[config.mk]
export PLATFORM = sky130hd
export DESIGN_NAME = periodic_timer_slot_bank_core_flat
export DESIGN_NICKNAME = d
export VERILOG_FILES = /design/src/rtl/ptsb_pkg.sv /design/src/rtl/ptsb_if.sv /design/src/rtl/ptsb_ctrl.sv /design/src/rtl/ptsb_datapath.sv /design/src/rtl/periodic_timer_slot_bank_core.sv /design/src/flat_wrapper.sv
export SDC_FILE = /design/constraint.sdc
export NUM_CORES = 1
export LEC_CHECK = 0
export BUFFER_PORTS_ARGS = -buffer_cell sky130_fd_sc_hd__buf_4
export CAP_MARGIN = 20
export CORE_UTILIZATION = 35
export DETAILED_ROUTE_END_ITERATION = 10
export MAX_ROUTING_LAYER = met4
export PLACE_DENSITY = 0.52
export SLEW_MARGIN = 20
export SYNTH_ARGS = -nofsm -noshare
export SYNTH_HDL_FRONTEND = slang
export SYNTH_HIERARCHICAL = 1
export SYNTH_SLANG_ARGS = --single-unit
[constraint.sdc]
create_clock -name i_clk -period 9.39 [get_ports i_clk]
set_clock_uncertainty 0.15 [all_clocks]
set_input_delay 0.939 -clock i_clk [delete_from_list [all_inputs] [get_ports i_clk]]
set_output_delay 0.939 -clock i_clk [all_outputs]
set_load 0.01 [all_outputs]
[src/rtl/ptsb_pkg.sv]
// ptsb_pkg: shared widths, codes and controller/datapath structs for the
// periodic timer slot bank. No dependencies.
`default_nettype none

package ptsb_pkg;

    localparam int SlotCountDefault = 8;
    localparam int ValueWidth       = 20;
    localparam int StepWidth        = 10;
    localparam int IndexWidth       = 3;
    localparam int AddrSlots        = 1 << IndexWidth;

    localparam logic [StepWidth-1:0] TickStepReset = StepWidth'(50);

    typedef enum logic [1:0] {
        ACT_TICK = 2'd0,
        ACT_SET  = 2'd1,
        ACT_READ = 2'd2,
        ACT_NONE = 2'd3
    } t_action;

    typedef enum logic {
        KIND_FIRE = 1'b0,
        KIND_READ = 1'b1
    } t_kind;

    typedef enum logic [1:0] {
        ST_IDLE,
        ST_SCAN,
        ST_READ
    } t_state;

    // controller to datapath
    typedef struct packed {
        logic                  in_ready;
        logic                  scan_step;
        logic                  emit_read;
        logic [IndexWidth-1:0] scan_idx;
    } t_cmd;

    // datapath to controller
    typedef struct packed {
        logic    in_valid;
        t_action in_action;
        logic    slot_fire;
        logic    out_free;
    } t_stat;

endpackage

`default_nettype wire

[src/rtl/ptsb_if.sv]
// ptsb_if: valid/ready channel interfaces for the input items, the results
// and the tick step register write. Depends on ptsb_pkg.
`default_nettype none

interface ptsb_in_if;
    import ptsb_pkg::*;
    logic                  valid;
    logic                  ready;
    logic [1:0]            action;
    logic [IndexWidth-1:0] slot_index;
    logic [ValueWidth-1:0] interval_ms;
    logic                  enable_slot;

    modport source (output valid, action, slot_index, interval_ms, enable_slot,
                    input ready);
    modport sink   (input valid, action, slot_index, interval_ms, enable_slot,
                    output ready);
endinterface

interface ptsb_out_if;
    import ptsb_pkg::*;
    logic                  valid;
    logic                  ready;
    logic [IndexWidth-1:0] slot_number;
    logic                  result_kind;
    logic [ValueWidth-1:0] timeout_value;
    logic                  last_result;

    modport source (output valid, slot_number, result_kind, timeout_value,
                    last_result, input ready);
    modport sink   (input valid, slot_number, result_kind, timeout_value,
                    last_result, output ready);
endinterface

interface ptsb_cfg_if;
    import ptsb_pkg::*;
    logic                 valid;
    logic                 ready;
    logic [StepWidth-1:0] data;

    modport source (output valid, data, input ready);
    modport sink   (input valid, data, output ready);
endinterface

`default_nettype wire

[src/rtl/ptsb_ctrl.sv]
// ptsb_ctrl: sequencer for the slot bank; walks the slots on a tick and
// paces the read answer. Depends on ptsb_pkg.
`default_nettype none

module ptsb_ctrl #(
    parameter int SLOT_COUNT = ptsb_pkg::SlotCountDefault
) (
    input  logic            i_clk,
    input  logic            i_rst_n,
    input  ptsb_pkg::t_stat i_stat,
    output ptsb_pkg::t_cmd  o_cmd
);
    import ptsb_pkg::*;

    localparam int Store = (SLOT_COUNT < AddrSlots) ? SLOT_COUNT : AddrSlots;
    localparam int Sw    = (Store > 1) ? $clog2(Store) : 1;
    localparam logic [Sw-1:0] LastIdx = Sw'(Store - 1);

    t_state        r_state, n_state;
    logic [Sw-1:0] r_idx, n_idx;

    always_ff @(posedge i_clk) begin
        if (!i_rst_n) begin
            r_state <= ST_IDLE;
            r_idx   <= '0;
        end else begin
            r_state <= n_state;
            r_idx   <= n_idx;
        end
    end

    always_comb begin
        n_state         = r_state;
        n_idx           = r_idx;
        o_cmd.in_ready  = 1'b0;
        o_cmd.scan_step = 1'b0;
        o_cmd.emit_read = 1'b0;
        o_cmd.scan_idx  = IndexWidth'(r_idx);
        case (r_state)
            ST_IDLE: begin
                o_cmd.in_ready = 1'b1;
                n_idx          = '0;
                if (i_stat.in_valid) begin
                    case (i_stat.in_action)
                        ACT_TICK: n_state = ST_SCAN;
                        ACT_READ: n_state = ST_READ;
                        default:  n_state = ST_IDLE;
                    endcase
                end
            end
            ST_SCAN: begin
                // a firing slot waits for room in the output register
                o_cmd.scan_step = !(i_stat.slot_fire && !i_stat.out_free);
                if (o_cmd.scan_step) begin
                    if (r_idx == LastIdx) begin
                        n_state = ST_IDLE;
                    end else begin
                        n_idx = r_idx + 1'b1;
                    end
                end
            end
            ST_READ: begin
                o_cmd.emit_read = i_stat.out_free;
                if (i_stat.out_free) begin
                    n_state = ST_IDLE;
                end
            end
            default: n_state = ST_IDLE;
        endcase
    end

endmodule

`default_nettype wire

[src/rtl/ptsb_datapath.sv]
// ptsb_datapath: slot store, tick step register, fire mask and result
// register of the slot bank. Depends on ptsb_pkg and ptsb_if.
`default_nettype none

module ptsb_datapath #(
    parameter int SLOT_COUNT = ptsb_pkg::SlotCountDefault
) (
    input  logic            i_clk,
    input  logic            i_rst_n,
    ptsb_in_if.sink         i_in,
    ptsb_out_if.source      o_out,
    ptsb_cfg_if.sink        i_cfg,
    input  ptsb_pkg::t_cmd  i_cmd,
    output ptsb_pkg::t_stat o_stat
);
    import ptsb_pkg::*;

    localparam int Store = (SLOT_COUNT < AddrSlots) ? SLOT_COUNT : AddrSlots;
    localparam int Sw    = (Store > 1) ? $clog2(Store) : 1;
    localparam logic [IndexWidth:0] StoreLim = (IndexWidth + 1)'(Store);

    logic [StepWidth-1:0]  r_step;
    logic [ValueWidth-1:0] r_timeout  [Store];
    logic [ValueWidth-1:0] r_interval [Store];
    logic [Store-1:0]      r_enabled;
    logic [Store-1:0]      r_fire;
    logic [IndexWidth-1:0] r_sel;

    logic                  r_out_valid;
    logic [IndexWidth-1:0] r_out_slot;
    t_kind                 r_out_kind;
    logic [ValueWidth-1:0] r_out_value;
    logic                  r_out_last;

    logic                  w_capture;
    logic                  w_set;
    logic                  w_rd_hit;
    logic                  w_emit_fire;
    logic                  w_out_free;
    logic                  w_last;
    logic [Sw-1:0]         w_idx;
    logic [Sw-1:0]         w_addr;
    logic [ValueWidth-1:0] w_step_ext;
    logic [Store-1:0]      w_fire_now;

    assign w_capture  = i_in.valid && i_cmd.in_ready;
    assign w_set      = w_capture && (t_action'(i_in.action) == ACT_SET)
                        && ({1'b0, i_in.slot_index} < StoreLim);
    assign w_rd_hit   = {1'b0, r_sel} < StoreLim;
    assign w_idx      = i_cmd.scan_idx[Sw-1:0];
    // one address into the store: the set slot, the read slot or the scan slot
    assign w_addr     = w_capture ? i_in.slot_index[Sw-1:0] :
                        (i_cmd.emit_read ? r_sel[Sw-1:0] : w_idx);
    assign w_step_ext = {{(ValueWidth - StepWidth){1'b0}}, r_step};
    assign w_emit_fire = i_cmd.scan_step && r_fire[w_addr];
    assign w_out_free = !r_out_valid || o_out.ready;

    always_comb begin
        for (int i = 0; i < Store; i++) begin
            w_fire_now[i] = r_enabled[i] && (r_timeout[i] <= w_step_ext);
        end
    end

    // final fire of the tick when no later slot is marked to fire
    always_comb begin
        w_last = 1'b1;
        for (int j = 0; j < Store; j++) begin
            if ((j > int'(w_idx)) && r_fire[j]) begin
                w_last = 1'b0;
            end
        end
    end

    always_ff @(posedge i_clk) begin
        if (!i_rst_n) begin
            r_step      <= TickStepReset;
            r_enabled   <= '0;
            r_fire      <= '0;
            r_out_valid <= 1'b0;
            for (int i = 0; i < Store; i++) begin
                r_timeout[i]  <= '0;
                r_interval[i] <= '0;
            end
        end else begin
            if (i_cfg.valid) begin
                r_step <= i_cfg.data;
            end
            if (w_capture) begin
                r_sel  <= i_in.slot_index;
                r_fire <= w_fire_now;
            end
            if (w_set) begin
                r_timeout[w_addr]  <= i_in.interval_ms;
                r_interval[w_addr] <= i_in.interval_ms;
                r_enabled[w_addr]  <= i_in.enable_slot;
            end else if (i_cmd.scan_step && r_enabled[w_addr]) begin
                if (r_fire[w_addr]) begin
                    r_timeout[w_addr] <= r_interval[w_addr];
                end else begin
                    r_timeout[w_addr] <= r_timeout[w_addr] - w_step_ext;
                end
            end
            if (w_emit_fire || i_cmd.emit_read) begin
                r_out_valid <= 1'b1;
            end else if (o_out.ready) begin
                r_out_valid <= 1'b0;
            end
        end
    end

    always_ff @(posedge i_clk) begin
        if (w_emit_fire) begin
            r_out_slot  <= IndexWidth'(w_addr);
            r_out_kind  <= KIND_FIRE;
            r_out_value <= r_interval[w_addr];
            r_out_last  <= w_last;
        end else if (i_cmd.emit_read) begin
            r_out_slot  <= r_sel;
            r_out_kind  <= KIND_READ;
            r_out_value <= w_rd_hit ? r_timeout[w_addr] : '0;
            r_out_last  <= 1'b1;
        end
    end

    assign i_in.ready          = i_cmd.in_ready;
    assign i_cfg.ready         = 1'b1;
    assign o_out.valid         = r_out_valid;
    assign o_out.slot_number   = r_out_slot;
    assign o_out.result_kind   = r_out_kind;
    assign o_out.timeout_value = r_out_value;
    assign o_out.last_result   = r_out_last;

    assign o_stat.in_valid  = i_in.valid;
    assign o_stat.in_action = t_action'(i_in.action);
    assign o_stat.slot_fire = r_fire[w_idx];
    assign o_stat.out_free  = w_out_free;

endmodule

`default_nettype wire

[src/rtl/periodic_timer_slot_bank_core.sv]
// A set writes its slot when taken; a read answers once the output register is
// free; a tick captures the fire mask and walks min(SLOT_COUNT, 8) slots at one
// slot per cycle, held while a firing slot's result cannot leave the output
// register. No new item is taken until a walk or read answer is done.
// Reset (synchronous, i_rst_n low): all slots disabled, store zeroed,
// tick step 50, no result pending.
`default_nettype none

module periodic_timer_slot_bank_core #(
    parameter int SLOT_COUNT = ptsb_pkg::SlotCountDefault
) (
    input  logic       i_clk,
    input  logic       i_rst_n,
    ptsb_in_if.sink    i_in,
    ptsb_out_if.source o_out,
    ptsb_cfg_if.sink   i_cfg
);
    import ptsb_pkg::*;

    t_cmd  w_cmd;
    t_stat w_stat;

    ptsb_ctrl #(
        .SLOT_COUNT(SLOT_COUNT)
    ) u_ctrl (
        .i_clk  (i_clk),
        .i_rst_n(i_rst_n),
        .i_stat (w_stat),
        .o_cmd  (w_cmd)
    );

    ptsb_datapath #(
        .SLOT_COUNT(SLOT_COUNT)
    ) u_datapath (
        .i_clk  (i_clk),
        .i_rst_n(i_rst_n),
        .i_in   (i_in),
        .o_out  (o_out),
        .i_cfg  (i_cfg),
        .i_cmd  (w_cmd),
        .o_stat (w_stat)
    );

endmodule

`default_nettype wire

[src/flat_wrapper.sv]
// flat-port wrapper written by rule: the top's interface ports become plain ports
module periodic_timer_slot_bank_core_flat import ptsb_pkg::*;
#(
    parameter int SLOT_COUNT = ptsb_pkg::SlotCountDefault
)
  (i_clk, i_rst_n, i_in_valid, i_in_action, i_in_slot_index, i_in_interval_ms, i_in_enable_slot, i_in_ready, o_out_valid, o_out_slot_number, o_out_result_kind, o_out_timeout_value, o_out_last_result, o_out_ready, i_cfg_valid, i_cfg_data, i_cfg_ready);
  ptsb_in_if i_in_i ();
  ptsb_out_if o_out_i ();
  ptsb_cfg_if i_cfg_i ();
  input  logic i_clk;
  input  logic i_rst_n;
  input wire logic [$bits(i_in_i.valid)-1:0] i_in_valid;
  input wire logic [$bits(i_in_i.action)-1:0] i_in_action;
  input wire logic [$bits(i_in_i.slot_index)-1:0] i_in_slot_index;
  input wire logic [$bits(i_in_i.interval_ms)-1:0] i_in_interval_ms;
  input wire logic [$bits(i_in_i.enable_slot)-1:0] i_in_enable_slot;
  output wire logic [$bits(i_in_i.ready)-1:0] i_in_ready;
  output wire logic [$bits(o_out_i.valid)-1:0] o_out_valid;
  output wire logic [$bits(o_out_i.slot_number)-1:0] o_out_slot_number;
  output wire logic [$bits(o_out_i.result_kind)-1:0] o_out_result_kind;
  output wire logic [$bits(o_out_i.timeout_value)-1:0] o_out_timeout_value;
  output wire logic [$bits(o_out_i.last_result)-1:0] o_out_last_result;
  input wire logic [$bits(o_out_i.ready)-1:0] o_out_ready;
  input wire logic [$bits(i_cfg_i.valid)-1:0] i_cfg_valid;
  input wire logic [$bits(i_cfg_i.data)-1:0] i_cfg_data;
  output wire logic [$bits(i_cfg_i.ready)-1:0] i_cfg_ready;
  assign i_in_i.valid = i_in_valid;
  assign i_in_i.action = i_in_action;
  assign i_in_i.slot_index = i_in_slot_index;
  assign i_in_i.interval_ms = i_in_interval_ms;
  assign i_in_i.enable_slot = i_in_enable_slot;
  assign i_in_ready = i_in_i.ready;
  assign o_out_valid = o_out_i.valid;
  assign o_out_slot_number = o_out_i.slot_number;
  assign o_out_result_kind = o_out_i.result_kind;
  assign o_out_timeout_value = o_out_i.timeout_value;
  assign o_out_last_result = o_out_i.last_result;
  assign o_out_i.ready = o_out_ready;
  assign i_cfg_i.valid = i_cfg_valid;
  assign i_cfg_i.data = i_cfg_data;
  assign i_cfg_ready = i_cfg_i.ready;
  periodic_timer_slot_bank_core #(.SLOT_COUNT(SLOT_COUNT)) u_core (.i_clk(i_clk), .i_rst_n(i_rst_n), .i_in(i_in_i), .o_out(o_out_i), .i_cfg(i_cfg_i));
endmodule
# ---- After elaboration in Yosys (flattened, before gate mapping)
# Memories as Yosys holds them, arrays and structs flattened.
# Cells that the tools add are included.
# W data, S select, Z words.
dict set report word_totals {
  reg_bits 60
  latch_bits 0
  ram_bits 320
  mem_bits_ro 0
  elab_cells 141
  mem_count 2
}
dict set report op_classes {
  n_addsub 2
  n_mul 0
  div_mod_pow 0
  n_lt_le_gt_ge 18
  eq_ne 10
  shifts 0
  n_mux 60
  bitwise_logic 2
  n_reduce_logical 36
}
# name depth width rd rd_ports_with_merged_regs write_ports line
set mem_list {}
lappend mem_list {u_core.u_datapath.r_interval 8 20 1 0 8 ptsb_datapath.sv:24} ;# logic [ValueWidth-1:0] r_interval [Store];
lappend mem_list {u_core.u_datapath.r_timeout 8 20 9 0 8 ptsb_datapath.sv:23} ;# logic [ValueWidth-1:0] r_timeout [Store];
# operator count
set op_table {}
lappend op_table {{$le A20 B10 Y1} 8}
lappend op_table {{$mux W20} 6}
lappend op_table {{$reduce_or A20 Y1} 2}
lappend op_table {{$mux W1} 34}
lappend op_table {{$mux W3} 8}
lappend op_table {{$logic_and A1 B1 Y1} 21}
lappend op_table {{$sub A20 B10 Y20} 1}
lappend op_table {{$gt A3 B3 Y1 const A} 4}
lappend op_table {{$ne A2 B2 Y1 const B} 5}
lappend op_table {{$bmux W1 S3} 3}
lappend op_table {{$bwmux W8} 1}
lappend op_table {{$lt A3 B4 Y1 const B} 2}
lappend op_table {{$mux W2} 4}
lappend op_table {{$gt A2 B3 Y1 const A} 2}
lappend op_table {{$pmux W2 S3} 1}
lappend op_table {{$pmux W3 S2} 1}
lappend op_table {{$reduce_bool A2 Y1} 3}
lappend op_table {{$eq A2 B1 Y1 const B} 2}
lappend op_table {{$eq A2 B2 Y1 const B} 2}
lappend op_table {{$logic_not A2 Y1} 2}
lappend op_table {{$pmux W2 S2} 1}
lappend op_table {{$reduce_and A4 Y1} 1}
lappend op_table {{$add A3 B1 Y3 const B} 1}
lappend op_table {{$demux W1 S3} 1}
lappend op_table {{8 further kinds} 12}

# ---- Logic depth before layout (Yosys ltp)
dict set report depth {
  depth_word 16
  ltp_mapped 26
  ltp_nobuf 21
}

# ---- Hierarchy
# Netlist, hierarchy kept.
# module n_inst cells_per_inst area_each_um2
set by_module_without_submodules {}
lappend by_module_without_submodules {ptsb_datapath 1 1728 19772.7}
lappend by_module_without_submodules {ptsb_ctrl 1 27 282.8}

# ---- Least setup slack after synthesis
# OpenSTA, ideal clock, no wires.
dict set report synth_path {
  path_kind {input port to flip-flop}
  start {input port o_out_ready}
  end {memory u_core.u_datapath.r_timeout[0][17] (data pin)}
  setup_time_ps 266
  arrival_ps 5163
  t_required_ps 8974
  path_slack_ps 3811
  stages 25
  cell_sequence {nand2b_1 -> buf_4 -> inv_1 -> nor3b_1 -> buf_6 -> mux2_4 -> o21ai_4 -> buf_6 -> buf_2 -> buf_4 -> buf_2 -> nand2_1 -> nand3_1 -> o211ai_1 -> a21oi_1 -> ha_1 -> nor2b_1 -> o2111ai_1 -> a31oi_1 -> a22o_1 -> a21o_1 -> nor2_1 -> nand4_1 -> a31oi_4 -> nor2_1}
}
# element line
set synth_lines {}
lappend synth_lines {{from (decl)} flat_wrapper.sv:23} ;# input wire logic [$bits(o_out_i.ready)-1:0] o_out_ready;
lappend synth_lines {{to (decl)} ptsb_datapath.sv:23}

==> reports/qor.txt <==
# IOs: 69
Crit Path Class: input pin to register
RSZ-0062 raised after global routing: false
Tot GR Track Use: 28.4%
max-cap viol count: 0
hold path start: u_core/u_datapath/o_out.result_kind$_SDFFE_PP0P_
commonest non-fill, non-tap cells in the layout: edfxtp_1 (347), nor2_1 (185), and2_1 (166)
Seq cells post-synth: 380
Worst Hold Class: register to register
Reg clk slew, reported paths: 0.06 ns
Worst Path Arrival: 7.07 ns
Vias: 15,587
commonest non-fill, non-tap cell in the layout: edfxtp_1
CP Launch Point: o_out_ready
Via density: 5.93
Core ar.: 56,500 sq um
Tcrit/Tclk final: 73.4%
sequential share of the synthesized area: 55.2%
pwr/cell area: 196 nW/um^2
CTS max path bufs: 3
cell area after synthesis: 20,100 sq um
Die X: 241 um
Main synth FF type: edfxtp_1
H-tree levels: 2
Required @ worst endpoint: 9.57 ns
Area growth syn-to-layout: 15.1%
vias in the first global route: 14,637
hold_buf cts: 0
post-route ant nets: 0
Synth Instances: 1,755
initial antenna violation count: 2
Post-CTS Setup Bufs: 0
post-route setup slack: 2.50 ns
Least-Margin Pin Slew: 1.20 ns
final setup fails: 0
post-CTS resize count: 0
Leakage: 8.47 nW
Yosys warning total: 6
HPWL after DPL: 56.8 mm
GPL Wtd Cong: 1.03
Synth async-reset ratio: 0%
EDFF count, synth: 347
Wirelength per Cell: 30.5 um
pre-CTS setup slack: 2.01 ns
first-pass GRT wire length: 112 mm
slew margin rel.: 19.3%
Syn Nets: 1,889
largest fanout on the critical path: 44
Slew Viols, Final: 0
Num CTS Buffers: 45
largest net degree at the start of global routing: 46
Clock Latency Late Sink: 0.62 ns
VDD IR max: 131 uV
row count: 87
crit start category: input pin
chip height: 241 um
1st-pass router iterations: 6
PortBufs: 67
f_max: 145 MHz
Residual DRC: 0
total gr overflow: 0
Starting Density: 35.5%
final wirelength: 80.2 mm
Mean Syn Cell Area: 11.4 sq um
initial drt markers: 1,807
R2R Path Start: u_core/u_ctrl/r_state[1]$_SDFFE_PN0P_
Die ar.: 58,300 sq um
Final Hold Fails: 0
Finished Core Util: 40.9%
share of post-route cells with drive strength above 1: 14.5%
clk root buf: clkbuf_16
status: complete, no violations
Fin Setup TNS: 0 ns
nets: 1,967
Period minus WS final: 6.89 ns
CTS tree: yes
CTS sink count: 380
crit end category: register
Unique masters post-synth: 92
metal layers:
metal,track usage (%),part of all wire [%],vias up
met5,-,0,-
met4,9.11,3.6,0
met3,4.68,7.7,155
met2,43.7,46,788
met1,38.2,43,7921
li1,-,-,6723
stage by stage:
stage / power (mW) / instance area [sq um] / hold WS (ns) / cells
floorplan: 2.37 / 20100 / 0.288 / 1755
global placement: 2.66 / 21500 / 0.336 / 2542
detailed placement: 2.67 / 21500 / 0.320 / 2542
CTS: 4.54 / 23100 / 0.334 / 2626
global route: 4.66 / 23100 / 0.364 / 2627
finish: 4.53 / 23100 / 0.328 / 2628
state kept, by name, summed over array words and instances (netlist names), 2 cells and up:
name                                   flops
u_core/u_ctrl/r_state                      2
u_core/u_datapath/r_interval             160
u_core/u_datapath/o_out.slot_number        3
u_core/u_datapath/o_out.timeout_value     20
u_core/u_datapath/r_sel                    3
u_core/u_datapath/r_timeout              160
u_core/u_datapath/r_enabled                8
u_core/u_datapath/r_fire                   8
u_core/u_ctrl/r_idx                        3
u_core/u_datapath/r_step                  10
path summary, 6_finish.rpt:
check	end	depth (start not counted)	slack, ns
worst max-delay path	u_core/u_datapath/r_timeout[4][14]$_SDFFCE_PN0P_	22	2.50
worst min-delay path	u_core/u_datapath/o_out.result_kind$_SDFFE_PP0P_	2	0.33
worst max register to register	u_core/u_datapath/r_timeout[4][14]$_SDFFCE_PN0P_	19	2.57
worst min register to register	u_core/u_datapath/o_out.result_kind$_SDFFE_PP0P_	2	0.33
kinds of logic after synthesis:
family          count (synthesis)  share of synthesized area [%]
xor+xnor                        8                          0.349
buf+inv                       125                           3.12
compound gates                392                           13.8
fa+ha+maj                      93                           5.84
other cells                     1                         0.0187
simple gates                  701                           17.9
flops                         380                           55.2
mux                            55                           3.64
final cells by class:
type	count	area, sq um
antenna	2	5.00
fill	5316	33400
multi-input combinational	1250	8430
clock buffer	64	1270
inverter	35	131
sequential	380	11100
timing repair buffer	121	908
clock inverter	20	319
tap	756	946
synthesized netlist by cell type, drive strengths merged, types with 4 or more instances:
| master | number | area (sq um) |
|---|---|---|
| nor4 | 21 | 153 |
| a221oi | 16 | 146 |
| o221ai | 5 | 43.8 |
| clkbuf | 41 | 154 |
| nor3 | 33 | 185 |
| mux2i | 31 | 355 |
| nand2b | 10 | 62.6 |
| nand3b | 4 | 30.0 |
| and2 | 166 | 1040 |
| inv | 35 | 131 |
| o21bai | 9 | 71.3 |
| a21boi | 13 | 105 |
| ha | 92 | 1150 |
| a211oi | 16 | 138 |
| nand4 | 24 | 156 |
| a22oi | 27 | 218 |
| o211ai | 30 | 230 |
| dfxtp | 33 | 661 |
| o22ai | 25 | 156 |
| a2111oi | 10 | 93.8 |
| xnor2 | 5 | 43.8 |
| nand3 | 36 | 185 |
| nand2 | 142 | 536 |
| nor2 | 193 | 737 |
| edfxtp | 347 | 10400 |
| and3 | 5 | 31.3 |
| o21ai | 75 | 428 |
| a21o | 5 | 37.5 |
| nor2b | 42 | 263 |
| and3b | 9 | 78.8 |
| mux2 | 16 | 195 |
| a21oi | 75 | 394 |
| o22a | 6 | 52.6 |
| nor3b | 5 | 37.5 |
| buf | 49 | 340 |
| o21a | 29 | 218 |
| a32o | 6 | 60.1 |
| a31oi | 13 | 96.3 |
| a22o | 10 | 87.6 |
| mux4 | 8 | 180 |
power by group:
part,switching (mW),internal [mW],total [mW]
sequential,0.0452,1.92,1.96
clock,0.742,1.14,1.88
combinational,0.478,0.207,0.686
worst max-delay path, stage by stage:
cell	delay, ns
buf_4	0.07
nand2b_1	0.14
inv_1	0.08
nor3b_2	0.77
mux2_4	0.38
o21ai_4	0.13
buf_4	0.55
nor2_2	0.18
nand2_1	0.49
o22a_1	0.23
o221ai_1	0.11
nor3_1	0.53
ha_1	0.40
nor2b_1	0.19
o31ai_1	0.37
nand2_1	0.14
a31oi_1	0.27
nand3_1	0.23
nor3_1	0.25
xnor2_1	0.18
o21ai_2	0.15
nor2b_1	0.20
Power figures use the tool's default switching activity.
